### src/rdz_pkg.sv
// ----------------------------------------------------------------------------
// rdz_pkg
// Shared constants, register codes and pipeline sideband types for the
// radial dead zone stick block.
// ----------------------------------------------------------------------------
package rdz_pkg;

  localparam int AXIS_BITS_DEF        = 16;
  localparam int LENGTH_FRAC_BITS_DEF = 8;

  localparam int MAG_BITS       = 16;
  localparam int OUT_BITS       = 16;
  localparam int QUOT_BITS      = 16;
  localparam int DZ_BITS        = 15;
  localparam int FS_BITS        = 16;
  localparam int CFG_IDX_BITS   = 2;
  localparam int CFG_DATA_BITS  = 16;

  localparam logic [DZ_BITS-1:0]  DEAD_ZONE_RST  = 15'd8000;
  localparam logic [FS_BITS-1:0]  FULL_SCALE_RST = 16'd30000;
  localparam logic [OUT_BITS-1:0] Q15_MAX        = 16'd32767;

  typedef enum logic [CFG_IDX_BITS-1:0] {
    REG_DEAD_ZONE  = 2'd0,
    REG_FULL_SCALE = 2'd1
  } cfg_reg_t;

  typedef struct packed {
    logic                valid;
    logic                sx;
    logic                sy;
    logic [MAG_BITS-1:0] mag_x;
    logic [MAG_BITS-1:0] mag_y;
  } stick_side_t;

  typedef struct packed {
    logic valid;
    logic sx;
    logic sy;
    logic kill;
    logic active;
  } div_side_t;

endpackage

### src/rdz_div_cell.sv
// ----------------------------------------------------------------------------
// rdz_div_cell
// One quotient bit of a pipelined restoring divider, both axes sharing one
// divisor; passes remainders, quotients and divisor to the next cell.
// ----------------------------------------------------------------------------
module rdz_div_cell #(
  parameter int REM_BITS = 56,
  parameter int DEN_BITS = 40,
  parameter int BIT_POS  = 0
) (
  input  logic                          clk,
  input  logic                          rst,
  input  logic [REM_BITS-1:0]           rem_x_in,
  input  logic [REM_BITS-1:0]           rem_y_in,
  input  logic [rdz_pkg::QUOT_BITS-1:0] q_x_in,
  input  logic [rdz_pkg::QUOT_BITS-1:0] q_y_in,
  input  logic [DEN_BITS-1:0]           den_in,
  input  rdz_pkg::div_side_t            side_in,
  output logic [REM_BITS-1:0]           rem_x_out,
  output logic [REM_BITS-1:0]           rem_y_out,
  output logic [rdz_pkg::QUOT_BITS-1:0] q_x_out,
  output logic [rdz_pkg::QUOT_BITS-1:0] q_y_out,
  output logic [DEN_BITS-1:0]           den_out,
  output rdz_pkg::div_side_t            side_out
);
  import rdz_pkg::*;

  logic [REM_BITS-1:0] den_sh;
  logic                take_x;
  logic                take_y;

  assign den_sh = REM_BITS'(den_in) << BIT_POS;
  assign take_x = rem_x_in >= den_sh;
  assign take_y = rem_y_in >= den_sh;

  always_ff @(posedge clk) begin
    if (rst) begin
      side_out.valid <= 1'b0;
    end else begin
      side_out.valid <= side_in.valid;
    end
  end

  always_ff @(posedge clk) begin
    side_out.sx     <= side_in.sx;
    side_out.sy     <= side_in.sy;
    side_out.kill   <= side_in.kill;
    side_out.active <= side_in.active;
    den_out         <= den_in;
    rem_x_out       <= take_x ? rem_x_in - den_sh : rem_x_in;
    rem_y_out       <= take_y ? rem_y_in - den_sh : rem_y_in;
    q_x_out         <= q_x_in | (take_x ? QUOT_BITS'(1) << BIT_POS : '0);
    q_y_out         <= q_y_in | (take_y ? QUOT_BITS'(1) << BIT_POS : '0);
  end

endmodule

### config.mk
export PLATFORM = sky130hd
export DESIGN_NAME = rdz_div_cell
export DESIGN_NICKNAME = d
export VERILOG_FILES = /design/src/rdz_pkg.sv /design/src/rdz_div_cell.sv
export SDC_FILE = /design/constraint.sdc
export NUM_CORES = 1
export LEC_CHECK = 0
export BUFFER_PORTS_ARGS = -buffer_cell sky130_fd_sc_hd__buf_2
export CORE_AREA = 2 2 146 148
export DETAILED_ROUTE_END_ITERATION = 10
export DIE_AREA = 0 0 148 150
export HOLD_SLACK_MARGIN = 0.12
export PLACE_DENSITY = 0.81
export SYNTH_ARGS = -nofsm -noshare
export SYNTH_HDL_FRONTEND = slang
export SYNTH_SLANG_ARGS = --single-unit
### constraint.sdc
create_clock -name clk -period 7.3 [get_ports clk]
set_input_delay 0.73 -clock clk [delete_from_list [all_inputs] [get_ports clk]]
set_output_delay 0.73 -clock clk [all_outputs]
set_load 0.01 [all_outputs]
==> flow_summary.yaml <==
run_status:
  run_status: "finished, final reports clean"
placement:
  globalplace.congestion: 0.961
  place_hpwl_mm: 28.2
  input_output_buffers: 379
  preCtsSetupSlack_ns: 2.94
  dpl-instance-area_um2: 12400
worst_setup_path:
  start_to_end_type_of_the_worst_setup_path: "input port to flop"
  setup.worst_path.start_class: "input port"
  cp.required_ns: 7.63
  timing.critical_path.slowest_cell_delay_ns: 0.54
  critPathMaxFanout: 34
  cpLargestDelayFamily: "compound AO/OA/AOI/OAI gates"
  worst_path_most_repeated_cell: "sky130_fd_sc_hd__o31ai_1"
  crit_arrival_ns: 4.27
  path_cells: "buf_2, ha_1, fa_1, nand2b_1, a21oi_1, nor2_1, o31ai_1, o31ai_1, o211a_1, o21ai_4, buf_4, o2111ai_1, xnor2_1"
  critPathBufInv: 2
  worst_path_max_delay_cell: "sky130_fd_sc_hd__o21ai_4"
  worstSetupEndpointType: "flop"
detailed_routing:
  drt_iter0_markers: 663
  detail_route.first_pass.iterations: 6
  drt_wl_total_mm: 34.4
  route.detailed.wl_per_inst_um: 18.4
  dr_total_vias: 10300
  viasPerCell: 5.54
  drc_errors: 0
  postRouteAntennaNets: 0
timing:
  timing_max_transition_violations_final: 0
  final_report_hold_violation_count: 0
  timing.fmax_ghz: 0.253
  setup_viol_count_final: 0
  hold_slack_ns: 0.385
  grt_setup_unrepaired: "no"
  timing.final.ws_setup_ns: 3.35
  timing.max_slew.rel_slack_pct: 43.7
  period_utilization_post_route_pct: 54.0
  final_critical_path_time_including_i_o_delays_and_setup_ns: 3.95
  tightest_pin_transition_ns: 0.838
  setup-tns-final_ns: 0
min_path:
  min_path_type: "input port to flop"
  hold_path_end: "q_y_out[11]$_DFF_P_"
  min-delay-start: "q_y_in[11]"
  min_delay_path_depth: 1
cells_and_area:
  drive_gt1_share_pct: 28.2
  syn2layout_area_growth_pct: 25.1
  fin_util_pct: 62.8
  nets: 1843
  layout.cells.most_common_list: "sky130_fd_sc_hd__buf_2 (379), sky130_fd_sc_hd__dfxtp_1 (189), sky130_fd_sc_hd__a21oi_1 (156), sky130_fd_sc_hd__nor2_1 (132), sky130_fd_sc_hd__ha_1 (80)"
  finish.instance_area_um2: 13000
  leading_cell_type_in_the_layout_fill_and_taps_excluded: "sky130_fd_sc_hd__buf_2"
die:
  die_area_um2: 22200
  die_height_um: 150
  io-pin-count: 380
  die_w_um: 148
  initial_core_util_pct: 50.2
  std_cell_rows: 53
  total_core_area_um2: 20700
power:
  p_per_area_nw_per_um2: 230
  pwr-share-seq_pct: 40.3
  internal-power_mw: 1.98
  power_frac_clock_pct: 30.9
  lkg_pwr_nw: 6.20
  share_of_power_burned_in_combinational_logic_pct: 28.9
  power.ir.vdd_worst_mv: 0.159
  switching_share_pct: 33.7
  p_switching_mw: 1.01
yosys:
  share_of_flip_flops_with_an_asynchronous_set_or_reset_pct: 0
  syn_nets: 1497
  yosysSeqAreaShare_pct: 36.4
  ys.warnings.count: 0
  ys_ff_latch: 189
  synthesis.area_um2: 10400
  synth-main-ff-cell: "sky130_fd_sc_hd__dfxtp_1"
  synth_edf_count: 0
  synth_cell_type_count: 79
  post_synth_inst_count: 1224
  syn_area_per_cell_um2: 8.49
global_route:
  final_global_route_overflow_total: 0
  pin_count_of_the_biggest_net_entering_global_routing: 80
  first_global_vias: 9674
  grt_first_pass_wirelength_mm: 51.4
  antenna_found_initial: 8
  track_usage_pct: 29.8
clocking:
  clock_sinks: 189
  clockBufferDepth: 2
  postCtsHoldBufs: 0
  clk_pin_slew_worst_paths_ns: 0.08
  post_cts.resized_instances: 0
  cts-buffers-inserted: 17
  cts-htree-levels: 4
  cts_root_buffer: "sky130_fd_sc_hd__clkbuf_16"
  cts_tree: "done"
  post-cts-setup-buffer-count: 0
job:
  max_cap_viol_count: 0
worst max path at each step:
| stage | from | endpoint | slack (ns) | cells past startpoint |
|---|---|---|---|---|
| after global routing | rem_x_in[0] | rem_x_out[53]$_DFF_P_ | 3.08 | 14 |
| after floorplan | den_in[4] | rem_x_out[39]$_DFF_P_ | 4.04 | 11 |
| after detailed placement | den_in[0] | rem_x_out[53]$_DFF_P_ | 2.94 | 13 |
| after CTS | den_in[0] | rem_x_out[53]$_DFF_P_ | 3.40 | 13 |
| after global placement | den_in[0] | rem_x_out[53]$_DFF_P_ | 3.05 | 13 |
| final | den_in[0] | rem_x_out[53]$_DFF_P_ | 3.35 | 13 |
per-stage QoR:
| step | instances | total power [mW] |
|---|---|---|
| final | 1865 | 2.99 |
| after global routing | 1863 | 3.13 |
| after CTS | 1858 | 3.00 |
| after detailed placement | 1826 | 2.08 |
| after floorplan | 1224 | 1.74 |
| after global placement | 1826 | 2.07 |
power groups by stage:
stage | clock network (mW) | logic, mW | registers [mW]
after floorplan | 0 | 0.438 | 1.30
after global placement | 0 | 0.847 | 1.23
after detailed placement | 0 | 0.851 | 1.23
after CTS | 0.935 | 0.858 | 1.21
after global routing | 0.977 | 0.941 | 1.22
final | 0.923 | 0.864 | 1.21
synth_stat cells (13+ instances only):
library cell	count	area, um^2
sky130_fd_sc_hd__nand4_1	37	231
sky130_fd_sc_hd__a31oi_1	13	81.3
sky130_fd_sc_hd__buf_2	15	75.1
sky130_fd_sc_hd__dfxtp_1	189	3780
sky130_fd_sc_hd__o21bai_1	15	113
sky130_fd_sc_hd__xnor2_1	66	578
sky130_fd_sc_hd__xor2_1	39	342
sky130_fd_sc_hd__clkbuf_1	34	128
sky130_fd_sc_hd__a21o_1	43	323
sky130_fd_sc_hd__inv_1	63	236
sky130_fd_sc_hd__ha_1	80	1000
sky130_fd_sc_hd__a21oi_1	156	781
sky130_fd_sc_hd__o21ai_0	41	205
sky130_fd_sc_hd__nand3_1	21	105
sky130_fd_sc_hd__nand2_1	73	274
sky130_fd_sc_hd__nor2_1	132	495
sky130_fd_sc_hd__nor3_1	23	115
routing by layer:
metal  track usage [%]  share of wire (%)  wire [um]  up-vias
met5                 0              0.035         12        -
met4              11.7                3.2       1110        2
met3              6.43                8.0       2750       69
met2              52.7                 49      16800      493
met1              35.3                 40      13700     4722
li1                  -                  -          -     5045
flip-flops by register name, summed over array words and instances, names as in the netlist:
signal     count
q_x_out       16
den_out       40
q_y_out       16
rem_y_out     56
rem_x_out     56
side_out       5
kinds of logic (layout without fill, tap and decap cells):
kind of cell,count (synthesis),after routing,synth area share (%)
AO/OA/AOI/OAI,345,345,20.7
XOR/XNOR,105,105,8.85
adder cells (fa/ha/maj),82,82,10.0
buffers and inverters,118,477,4.78
flip-flops,189,189,36.4
multiplexers,12,12,1.48
other,0,7,0
AND/OR/NAND/NOR,373,373,17.8
final cells by class:
class | count | area [um^2]
Timing Repair Buffer | 382 | 1920
Inverter | 63 | 236
Clock inverter | 14 | 148
Clock buffer | 18 | 429
Antenna cell | 7 | 17.5
Sequential cell | 189 | 3780
Tap cell | 275 | 344
Fill cell | 1881 | 7690
Multi-Input combinational cell | 917 | 6120
Note: power is estimated with default switching activity, not from simulation.
